### config.mk
export PLATFORM = sky130hd
export DESIGN_NAME = tcp_receive_reassembly
export DESIGN_NICKNAME = d
export VERILOG_FILES = /design/src/hw/rtl/tcp_rr_pkg.sv /design/src/hw/rtl/tcp_receive_reassembly.sv
export SDC_FILE = /design/constraint.sdc
export NUM_CORES = 2
export LEC_CHECK = 0
export BUFFER_PORTS_ARGS = -buffer_cell sky130_fd_sc_hd__buf_4
export CAP_MARGIN = 20
export CORE_MARGIN = 2
export CORE_UTILIZATION = 40
export DETAILED_ROUTE_END_ITERATION = 12
export SLEW_MARGIN = 0
export SYNTH_ARGS = -nofsm -noshare
export SYNTH_HDL_FRONTEND = slang
export SYNTH_SLANG_ARGS = --single-unit
### constraint.sdc
create_clock -name clk -period 7.9 [get_ports clk]
set_clock_uncertainty 0.2 [all_clocks]
set_input_delay 1.58 -clock clk [delete_from_list [all_inputs] [get_ports clk]]
set_output_delay 1.58 -clock clk [all_outputs]
set_load 0.1 [all_outputs]
### src/hw/rtl/tcp_rr_pkg.sv
// ============================================================================
// tcp_rr_pkg
// Shared types, constants and a sequence-space helper for the receive
// reassembly tracker.
// ============================================================================
package tcp_rr_pkg;

  typedef logic [31:0] seq_t;

  // One held out-of-order interval: [lo, hi) in sequence space
  typedef struct packed {
    seq_t lo;
    seq_t hi;
  } span_t;

  localparam int unsigned RING_BYTES_DEF    = 65536;
  localparam int unsigned TABLE_ENTRIES_DEF = 16;

  localparam logic [15:0] WIN_MAX  = 16'hFFFF;
  localparam logic [16:0] READ_SAT = 17'h10000;

  // a precedes b modulo 2^32
  function automatic logic seq_before(seq_t a, seq_t b);
    seq_t d;
    d = a - b;
    return d[31];
  endfunction

endpackage

### src/hw/rtl/tcp_receive_reassembly.sv
// ============================================================================
// tcp_receive_reassembly
// Receive-side sequence tracker for one connection: trims and clips
// segments, advances the next expected sequence, keeps a sorted table of
// out-of-order intervals in a synchronous memory and drains reads.
// ============================================================================
//
//  channel   ports                                   handshake
//  --------  --------------------------------------  -------------------------
//  input     in_func in_seg_seq in_seg_len           transfer on start && !busy
//            in_read_count
//  result    out_next_expected ... out_range_dropped transfer on out_valid
//  config    cfg_wdata                               write on cfg_we
//
//  One item at a time. A read passes through the states PREP, READ, READ2,
//  FIN and OUT. A segment that stores data passes through PREP, WIN, CLIP,
//  OFS and WPOS, then walks every held interval; an out-of-order insert into
//  a non-empty table then shifts up each entry that starts after the new
//  range before writing it. An insert into an empty table writes at once and
//  a table-full drop goes straight to FIN. A segment clipped to nothing goes
//  from CLIP to FIN. The walk over the interval memory reads one entry per
//  cycle through its registered read port.
//  Reset is synchronous on rst_n; it clears the sequence state, the ring
//  head and the interval count, the memory itself is not cleared. busy is
//  high from the accepting edge until the result strobe; results cannot be
//  held off.
// ============================================================================
module tcp_receive_reassembly #(
  parameter int unsigned RING_BYTES    = tcp_rr_pkg::RING_BYTES_DEF,
  parameter int unsigned TABLE_ENTRIES = tcp_rr_pkg::TABLE_ENTRIES_DEF
) (
  input  logic               clk,
  input  logic               rst_n,
  // configuration
  input  logic               cfg_we,
  input  tcp_rr_pkg::seq_t   cfg_wdata,
  // command input
  input  logic               start,
  output logic               busy,
  input  logic               in_func,
  input  tcp_rr_pkg::seq_t   in_seg_seq,
  input  logic [15:0]        in_seg_len,
  input  logic [16:0]        in_read_count,
  // result
  output logic               out_valid,
  output tcp_rr_pkg::seq_t   out_next_expected,
  output logic [15:0]        out_write_pos,
  output logic [15:0]        out_write_skip,
  output logic [15:0]        out_write_len,
  output logic [15:0]        out_window,
  output logic [16:0]        out_readable,
  output logic [16:0]        out_bytes_read,
  output logic [15:0]        out_read_pos,
  output logic [4:0]         out_held_ranges,
  output logic               out_range_dropped
);

  import tcp_rr_pkg::*;

  localparam int unsigned CNT_W = $clog2(TABLE_ENTRIES + 1);
  localparam int unsigned IDX_W = (TABLE_ENTRIES > 1) ? $clog2(TABLE_ENTRIES) : 1;
  localparam logic [CNT_W-1:0] TE_CNT = CNT_W'(TABLE_ENTRIES);
  localparam logic [31:0]      RB32   = 32'(RING_BYTES);
  localparam logic [16:0]      RB17   = 17'(RING_BYTES);

  typedef enum logic [3:0] {
    ST_IDLE, ST_PREP, ST_WIN, ST_CLIP, ST_OFS, ST_WPOS, ST_WALK,
    ST_INS, ST_INS_EV, ST_INS_PUT, ST_READ, ST_READ2, ST_FIN, ST_OUT
  } state_t;

  // interval table
  span_t             mem_r [TABLE_ENTRIES];
  span_t             rd_data_r;
  logic [CNT_W-1:0]  rd_cnt;
  logic [IDX_W-1:0]  rd_addr;
  logic              wr_en;
  logic [CNT_W-1:0]  wr_cnt;
  span_t             wr_data;

  // control and sequence state
  state_t            state_r, state_nxt;
  seq_t              rcv_r, rcv_nxt;
  seq_t              rs_r, rs_nxt;
  logic [15:0]       head_r, head_nxt;
  logic [CNT_W-1:0]  count_r, count_nxt;
  logic              out_valid_r, out_valid_nxt;

  // item working registers
  logic              func_r, func_nxt;
  seq_t              seq_r, seq_nxt;
  logic [15:0]       len_r, len_nxt;
  logic [16:0]       want_r, want_nxt;
  seq_t              s_r, s_nxt;
  seq_t              e_r, e_nxt;
  seq_t              used_r, used_nxt;
  seq_t              winend_r, winend_nxt;
  logic [16:0]       off_r, off_nxt;
  logic              mode_a_r, mode_a_nxt;
  logic [CNT_W-1:0]  i_r, i_nxt;
  logic [CNT_W-1:0]  w_r, w_nxt;
  logic [CNT_W-1:0]  j_r, j_nxt;
  logic [15:0]       wpos_r, wpos_nxt;
  logic [15:0]       wskip_r, wskip_nxt;
  logic [15:0]       wlen_r, wlen_nxt;
  logic              dropped_r, dropped_nxt;
  logic [16:0]       nread_r, nread_nxt;
  logic [15:0]       rpos_r, rpos_nxt;

  // result registers
  seq_t              o_next_r, o_next_nxt;
  logic [15:0]       o_wpos_r, o_wpos_nxt;
  logic [15:0]       o_wskip_r, o_wskip_nxt;
  logic [15:0]       o_wlen_r, o_wlen_nxt;
  logic [15:0]       o_win_r, o_win_nxt;
  logic [16:0]       o_readable_r, o_readable_nxt;
  logic [16:0]       o_nread_r, o_nread_nxt;
  logic [15:0]       o_rpos_r, o_rpos_nxt;
  logic [4:0]        o_held_r, o_held_nxt;
  logic              o_dropped_r, o_dropped_nxt;

  assign rd_addr = rd_cnt[IDX_W-1:0];

  // --------------------------------------------------------------------------
  // Interval memory: one write port, one registered read port
  // --------------------------------------------------------------------------
  always_ff @(posedge clk) begin
    if (wr_en) begin
      mem_r[wr_cnt[IDX_W-1:0]] <= wr_data;
    end
    rd_data_r <= mem_r[rd_addr];
  end

  // --------------------------------------------------------------------------
  // Sequencer
  // --------------------------------------------------------------------------
  always_comb begin
    seq_t        e_clip;
    seq_t        diff;
    logic [15:0] win;
    logic [16:0] avail;
    logic [16:0] sum17;
    logic        keep;

    state_nxt      = state_r;
    rcv_nxt        = rcv_r;
    rs_nxt         = rs_r;
    head_nxt       = head_r;
    count_nxt      = count_r;
    out_valid_nxt  = 1'b0;
    func_nxt       = func_r;
    seq_nxt        = seq_r;
    len_nxt        = len_r;
    want_nxt       = want_r;
    s_nxt          = s_r;
    e_nxt          = e_r;
    used_nxt       = used_r;
    winend_nxt     = winend_r;
    off_nxt        = off_r;
    mode_a_nxt     = mode_a_r;
    i_nxt          = i_r;
    w_nxt          = w_r;
    j_nxt          = j_r;
    wpos_nxt       = wpos_r;
    wskip_nxt      = wskip_r;
    wlen_nxt       = wlen_r;
    dropped_nxt    = dropped_r;
    nread_nxt      = nread_r;
    rpos_nxt       = rpos_r;
    o_next_nxt     = o_next_r;
    o_wpos_nxt     = o_wpos_r;
    o_wskip_nxt    = o_wskip_r;
    o_wlen_nxt     = o_wlen_r;
    o_win_nxt      = o_win_r;
    o_readable_nxt = o_readable_r;
    o_nread_nxt    = o_nread_r;
    o_rpos_nxt     = o_rpos_r;
    o_held_nxt     = o_held_r;
    o_dropped_nxt  = o_dropped_r;
    rd_cnt         = '0;
    wr_en          = 1'b0;
    wr_cnt         = '0;
    wr_data        = rd_data_r;
    e_clip         = e_r;
    diff           = '0;
    win            = '0;
    avail          = '0;
    sum17          = '0;
    keep           = 1'b0;

    unique case (state_r)
      ST_IDLE: begin
        // latch the command and clear both result halves
        if (start) begin
          func_nxt    = in_func;
          seq_nxt     = in_seg_seq;
          len_nxt     = in_seg_len;
          want_nxt    = in_read_count;
          wpos_nxt    = '0;
          wskip_nxt   = '0;
          wlen_nxt    = '0;
          dropped_nxt = 1'b0;
          nread_nxt   = '0;
          rpos_nxt    = '0;
          state_nxt   = ST_PREP;
        end
      end

      ST_PREP: begin
        // take ring occupancy; for a segment, trim the duplicate prefix and form the raw end
        used_nxt = rcv_r - rs_r;
        if (func_r) begin
          state_nxt = ST_READ;
        end else begin
          if (seq_before(seq_r, rcv_r)) begin
            s_nxt     = rcv_r;
            wskip_nxt = 16'(rcv_r - seq_r);
          end else begin
            s_nxt     = seq_r;
          end
          e_nxt     = seq_r + 32'(len_r);
          state_nxt = ST_WIN;
        end
      end

      ST_WIN: begin
        // right edge of the receive window
        if (used_r >= RB32) begin
          win = '0;
        end else begin
          diff = RB32 - used_r;
          win  = (diff > 32'(WIN_MAX)) ? WIN_MAX : diff[15:0];
        end
        winend_nxt = rcv_r + 32'(win);
        state_nxt  = ST_CLIP;
      end

      ST_CLIP: begin
        // clip to the window; drop empty ranges here
        e_clip = seq_before(winend_r, e_r) ? winend_r : e_r;
        if ((e_clip != s_r) && !seq_before(e_clip, s_r)) begin
          e_nxt     = e_clip;
          state_nxt = ST_OFS;
        end else begin
          wskip_nxt = '0;
          state_nxt = ST_FIN;
        end
      end

      ST_OFS: begin
        // in-order data advances the next expected sequence at once
        wlen_nxt   = 16'(e_r - s_r);
        off_nxt    = 17'(s_r - rs_r);
        mode_a_nxt = (s_r == rcv_r);
        if ((s_r == rcv_r) && seq_before(rcv_r, e_r)) begin
          rcv_nxt = e_r;
        end
        state_nxt = ST_WPOS;
      end

      ST_WPOS: begin
        sum17    = {1'b0, head_r} + off_r;
        wpos_nxt = 16'((sum17 >= RB17) ? (sum17 - RB17) : sum17);
        i_nxt    = '0;
        w_nxt    = '0;
        if (count_r == '0) begin
          state_nxt = mode_a_r ? ST_FIN : ST_INS;
        end else begin
          rd_cnt    = '0;
          state_nxt = ST_WALK;
        end
      end

      ST_WALK: begin
        // rd_data_r holds entry i; compact survivors down to slot w
        if (mode_a_r) begin
          keep = !((rd_data_r.lo == rcv_r) || seq_before(rd_data_r.lo, rcv_r));
          if (!keep && seq_before(rcv_r, rd_data_r.hi)) begin
            rcv_nxt = rd_data_r.hi;
          end
        end else begin
          keep = seq_before(e_r, rd_data_r.lo) || seq_before(rd_data_r.hi, s_r);
          if (!keep) begin
            if (seq_before(rd_data_r.lo, s_r)) begin
              s_nxt = rd_data_r.lo;
            end
            if (seq_before(e_r, rd_data_r.hi)) begin
              e_nxt = rd_data_r.hi;
            end
          end
        end
        if (keep) begin
          wr_en   = 1'b1;
          wr_cnt  = w_r;
          wr_data = rd_data_r;
          w_nxt   = w_r + CNT_W'(1);
        end
        i_nxt = i_r + CNT_W'(1);
        if ((i_r + CNT_W'(1)) == count_r) begin
          if (mode_a_r) begin
            count_nxt = w_nxt;
            state_nxt = ST_FIN;
          end else begin
            state_nxt = ST_INS;
          end
        end else begin
          rd_cnt = i_r + CNT_W'(1);
        end
      end

      ST_INS: begin
        if (w_r == TE_CNT) begin
          // table full: drop the merged range, absorbed entries stay gone
          dropped_nxt = 1'b1;
          count_nxt   = w_r;
          state_nxt   = ST_FIN;
        end else if (w_r == '0) begin
          wr_en     = 1'b1;
          wr_cnt    = '0;
          wr_data   = '{lo: s_r, hi: e_r};
          count_nxt = CNT_W'(1);
          state_nxt = ST_FIN;
        end else begin
          rd_cnt    = w_r - CNT_W'(1);
          j_nxt     = w_r;
          state_nxt = ST_INS_EV;
        end
      end

      ST_INS_EV: begin
        // rd_data_r holds entry j-1; shift it up while it starts after s
        if (seq_before(s_r, rd_data_r.lo)) begin
          wr_en   = 1'b1;
          wr_cnt  = j_r;
          wr_data = rd_data_r;
          if (j_r == CNT_W'(1)) begin
            j_nxt     = '0;
            state_nxt = ST_INS_PUT;
          end else begin
            rd_cnt = j_r - CNT_W'(2);
            j_nxt  = j_r - CNT_W'(1);
          end
        end else begin
          wr_en     = 1'b1;
          wr_cnt    = j_r;
          wr_data   = '{lo: s_r, hi: e_r};
          count_nxt = w_r + CNT_W'(1);
          state_nxt = ST_FIN;
        end
      end

      ST_INS_PUT: begin
        wr_en     = 1'b1;
        wr_cnt    = j_r;
        wr_data   = '{lo: s_r, hi: e_r};
        count_nxt = w_r + CNT_W'(1);
        state_nxt = ST_FIN;
      end

      ST_READ: begin
        avail     = (used_r > 32'(READ_SAT)) ? READ_SAT : used_r[16:0];
        nread_nxt = (want_r < avail) ? want_r : avail;
        rpos_nxt  = head_r;
        state_nxt = ST_READ2;
      end

      ST_READ2: begin
        // advance the ring head and the read sequence
        sum17     = {1'b0, head_r} + nread_r;
        head_nxt  = 16'((sum17 >= RB17) ? (sum17 - RB17) : sum17);
        rs_nxt    = rs_r + 32'(nread_r);
        state_nxt = ST_FIN;
      end

      ST_FIN: begin
        used_nxt  = rcv_r - rs_r;
        state_nxt = ST_OUT;
      end

      ST_OUT: begin
        if (used_r >= RB32) begin
          win = '0;
        end else begin
          diff = RB32 - used_r;
          win  = (diff > 32'(WIN_MAX)) ? WIN_MAX : diff[15:0];
        end
        o_next_nxt     = rcv_r;
        o_wpos_nxt     = wpos_r;
        o_wskip_nxt    = wskip_r;
        o_wlen_nxt     = wlen_r;
        o_win_nxt      = win;
        o_readable_nxt = (used_r > 32'(READ_SAT)) ? READ_SAT : used_r[16:0];
        o_nread_nxt    = nread_r;
        o_rpos_nxt     = rpos_r;
        o_held_nxt     = 5'(count_r);
        o_dropped_nxt  = dropped_r;
        out_valid_nxt  = 1'b1;
        state_nxt      = ST_IDLE;
      end

      default: begin
        state_nxt = ST_IDLE;
      end
    endcase

    // reload the sequence state and empty the table
    if (cfg_we) begin
      rcv_nxt   = cfg_wdata;
      rs_nxt    = cfg_wdata;
      count_nxt = '0;
    end
  end

  always_ff @(posedge clk) begin
    if (!rst_n) begin
      state_r     <= ST_IDLE;
      rcv_r       <= '0;
      rs_r        <= '0;
      head_r      <= '0;
      count_r     <= '0;
      out_valid_r <= 1'b0;
    end else begin
      state_r     <= state_nxt;
      rcv_r       <= rcv_nxt;
      rs_r        <= rs_nxt;
      head_r      <= head_nxt;
      count_r     <= count_nxt;
      out_valid_r <= out_valid_nxt;
    end
    func_r       <= func_nxt;
    seq_r        <= seq_nxt;
    len_r        <= len_nxt;
    want_r       <= want_nxt;
    s_r          <= s_nxt;
    e_r          <= e_nxt;
    used_r       <= used_nxt;
    winend_r     <= winend_nxt;
    off_r        <= off_nxt;
    mode_a_r     <= mode_a_nxt;
    i_r          <= i_nxt;
    w_r          <= w_nxt;
    j_r          <= j_nxt;
    wpos_r       <= wpos_nxt;
    wskip_r      <= wskip_nxt;
    wlen_r       <= wlen_nxt;
    dropped_r    <= dropped_nxt;
    nread_r      <= nread_nxt;
    rpos_r       <= rpos_nxt;
    o_next_r     <= o_next_nxt;
    o_wpos_r     <= o_wpos_nxt;
    o_wskip_r    <= o_wskip_nxt;
    o_wlen_r     <= o_wlen_nxt;
    o_win_r      <= o_win_nxt;
    o_readable_r <= o_readable_nxt;
    o_nread_r    <= o_nread_nxt;
    o_rpos_r     <= o_rpos_nxt;
    o_held_r     <= o_held_nxt;
    o_dropped_r  <= o_dropped_nxt;
  end

  assign busy              = (state_r != ST_IDLE);
  assign out_valid         = out_valid_r;
  assign out_next_expected = o_next_r;
  assign out_write_pos     = o_wpos_r;
  assign out_write_skip    = o_wskip_r;
  assign out_write_len     = o_wlen_r;
  assign out_window        = o_win_r;
  assign out_readable      = o_readable_r;
  assign out_bytes_read    = o_nread_r;
  assign out_read_pos      = o_rpos_r;
  assign out_held_ranges   = o_held_r;
  assign out_range_dropped = o_dropped_r;

endmodule
==> impl_metrics.ini <==
[clock_tree]
clockRootBuffer = clkbuf_16
numCtsBuffers = 173
clock-sinks = 1638
hold_buffers = 0
cts_resized = 0
htree_levels = 4
cts_setup_buffers = 0
cts_tree = done
cts_buffer_depth = 3
path_clk_slew_ns = 0.07
clk_latency_ns = 0.88

[sta]
tightest_slew_ns = 1.18
rsz0062_at_grt = no
layout_setup_ws_ns = 1.06
hold_ws_ns = 0.167
setup_tns_ns = 0
fmax_mhz = 146
slew_violations = 0
slew-limit-headroom_pct = 20.8
hold_viol_final = 0
setup_viol = 0
fin_crit_ns = 6.84
post-route-period-util_pct = 86.6

[route]
wl_mm = 267
vias = 57997
via_per_inst = 5.78
drtAntennaViolNets = 0
wl_per_cell_microns = 26.7
drt_iter0_markers = 5476
drc = 0
dr.pass1.iters = 7

[place]
place.gp.congestion = 1.01
dp_slack_ns = 1.14
portBuffers = 255
dp.final_hpwl_mm = 181

[die]
dieArea_sq_mm = 0.204
rows = 164
io_pins = 256
die_x_microns = 451
die_y_microns = 451
coreArea_sq_mm = 0.199
start_util_pct = 40.2

[synth]
synth_top_area_share_pct = 55.7
ys_seq_elements = 1638
async_flop_share_pct = 0
synth-seq-area-share_pct = 59.5
yosysWarnings = 0
synth_cell_types = 82
synth_top_cell_by_area = edfxtp_1
synth_edf_count = 1484
syn_nets = 7527
yosys-top-cells-area = edfxtp_1, ha_1, nand2_1
synthesis.area_sq_mm = 0.0800
synth.avg_cell_area_sq_um = 11.6
syn_inst = 6902
synth_flop_cell = edfxtp_1

[critical_path]
crit_path_max_incr_delay_ns = 0.68
end_kind = flop
crit_arrival_ns = 7.23
start_kind = flop
reg2reg_depth = 21
cp_common_cell = a21oi_1
worst-r2r-setup-slack_ns = 1.06
r2r-start = used_r[11]
crit_fanout = 13
path_class = flop to flop
r2r-end = winend_r[28]
critPathSlowestCell = a21oi_1
cp_cell_sequence = or4_1, nor4_1, a21boi_1, nor3_1, a21oi_1, or4_1, nor3_1, nand4_1, buf_4, a21oi_1, nor2_1, ha_1, o21a_1, o21ai_0, a21oi_1, o211ai_1, a31oi_1, a211o_1, a21oi_1, nor4_1, xnor2_1
required_ns = 8.29

[hold_path]
worstHoldStart = wpos_r[2]
min_path_type = flop to flop
whs_path_depth = 0
hold_end = out_write_pos[2]

[grt]
antenna_found_initial = 6
grtUsageTotal_pct = 25.6
grt-ovfl-total = 0
grt_pass1_vias = 55578
grt_max_degree = 150
grt_pass1_wl_mm = 384

[power_and_ir_drop]
finalPower_w = 0.0334
vdd.ir_drop.worst_v = 0.000294
p_per_area_mw_per_mm2 = 364
leakage_nw = 34.6

[outcome]
status = finished, final reports clean

[cells_and_area]
syn_to_final_growth_pct = 14.9
final_nets = 7844
utilization_pct = 46.2
drive_gt1_share_pct = 11.0

[flow_run]
drv_cap = 0
==> where the power goes <==
group          total, W  switching, W  internal, W
combinational    0.0121       0.00792      0.00415
clock           0.00797       0.00359      0.00438
sequential       0.0134       0.00142       0.0120
==> cell families after synthesis <==
kind of cell    count (synthesis)  synth area share [%]
compound gates               1384                  11.9
mux                           122                  1.57
xor+xnor                      238                  2.62
fa+ha+maj                     523                  8.26
buf+inv                       619                  2.93
simple gates                 2378                  13.2
flops                        1638                  59.5
==> per-stage QoR <==
| stage | cell area, sq um | std cells |
|---|---|---|
| floorplan | 80000 | 6902 |
| global placement | 86300 | 9695 |
| detailed placement | 86300 | 9698 |
| CTS | 91900 | 10022 |
| global route | 91900 | 10024 |
| finish | 92000 | 10028 |
==> area by class of cell <==
class	instances	area, sq um
tap	2656	3320
fill	17952	107000
inverter	302	1130
sequential	1638	47600
timing repair buffer	459	3920
multi-input combinational	4645	30300
clock inverter	88	828
antenna	4	10.0
clock buffer	236	4760
==> sequential cells by signal, summed over array words and instances, names as in the netlist, 32 cells and up <==
name and flops:
seq_r 32, s_r 32, e_r 32, rd_data_r 64, used_r 32, winend_r 32
rcv_r 32, out_next_expected 32, mem_r 1024, rs_r 32
==> cell usage after synthesis, types with 26 or more instances <==
cell	count
and2_1	27
nor3_1	108
a32o_1	63
nor2_1	292
xor2_1	89
o21ai_0	309
o211ai_1	26
edfxtp_1	1484
a211oi_1	33
nand2_1	1316
a32oi_1	130
nor2b_1	48
nand2b_1	39
dfxtp_1	154
a221o_1	75
clkbuf_1	279
xnor2_1	148
nand3_1	209
a21o_1	148
nor4_1	26
a21oi_1	241
buf_1	30
ha_1	514
a31oi_1	149
mux2i_1	97
inv_1	301
and3_1	174
nand4_1	60
o21a_1	27
==> placed cells by master (no fill, tap or decap), types with 177 or more instances in the layout <==
master     count
edfxtp_1    1484
nand2_1     1315
ha_1         514
buf_4        419
inv_1        299
o21ai_0      298
nor2_1       270
a21oi_1      240
nand3_1      206
clkbuf_16    177
==> worst max-delay path, delay by kind of cell (launching register included) <==
| kind | cells | cell delay, ns |
|---|---|---|
| AO/OA/AOI/OAI | 10 | 2.54 |
| AND/OR/NAND/NOR | 8 | 2.53 |
| buffers and inverters | 1 | 0.32 |
| adder cells (fa/ha/maj) | 1 | 0.35 |
| flip-flops | 1 | 0.43 |
| XOR/XNOR | 1 | 0.17 |
==> metal layers <==
metal | track usage, % | part of all wire (%)
met1 | 33.9 | 41
met3 | 3.36 | 6.9
met2 | 41.2 | 46
met5 | 0 | 0
met4 | 13.3 | 5.8
==> how the worst max path moves through the flow <==
stage / from / endpoint / slack, ns / cells past startpoint
final: used_r[11] / winend_r[28] / 1.06 / 21
after global routing: used_r[11] / winend_r[30] / 0.71 / 23
after CTS: used_r[11] / winend_r[28] / 1.08 / 21
after detailed placement: used_r[11] / winend_r[28] / 1.14 / 21
after global placement: used_r[11] / winend_r[18] / 1.08 / 23
after floorplan: e_r[1] / e_r[0] / 0.24 / 23
(Power assumes the default switching activity.)
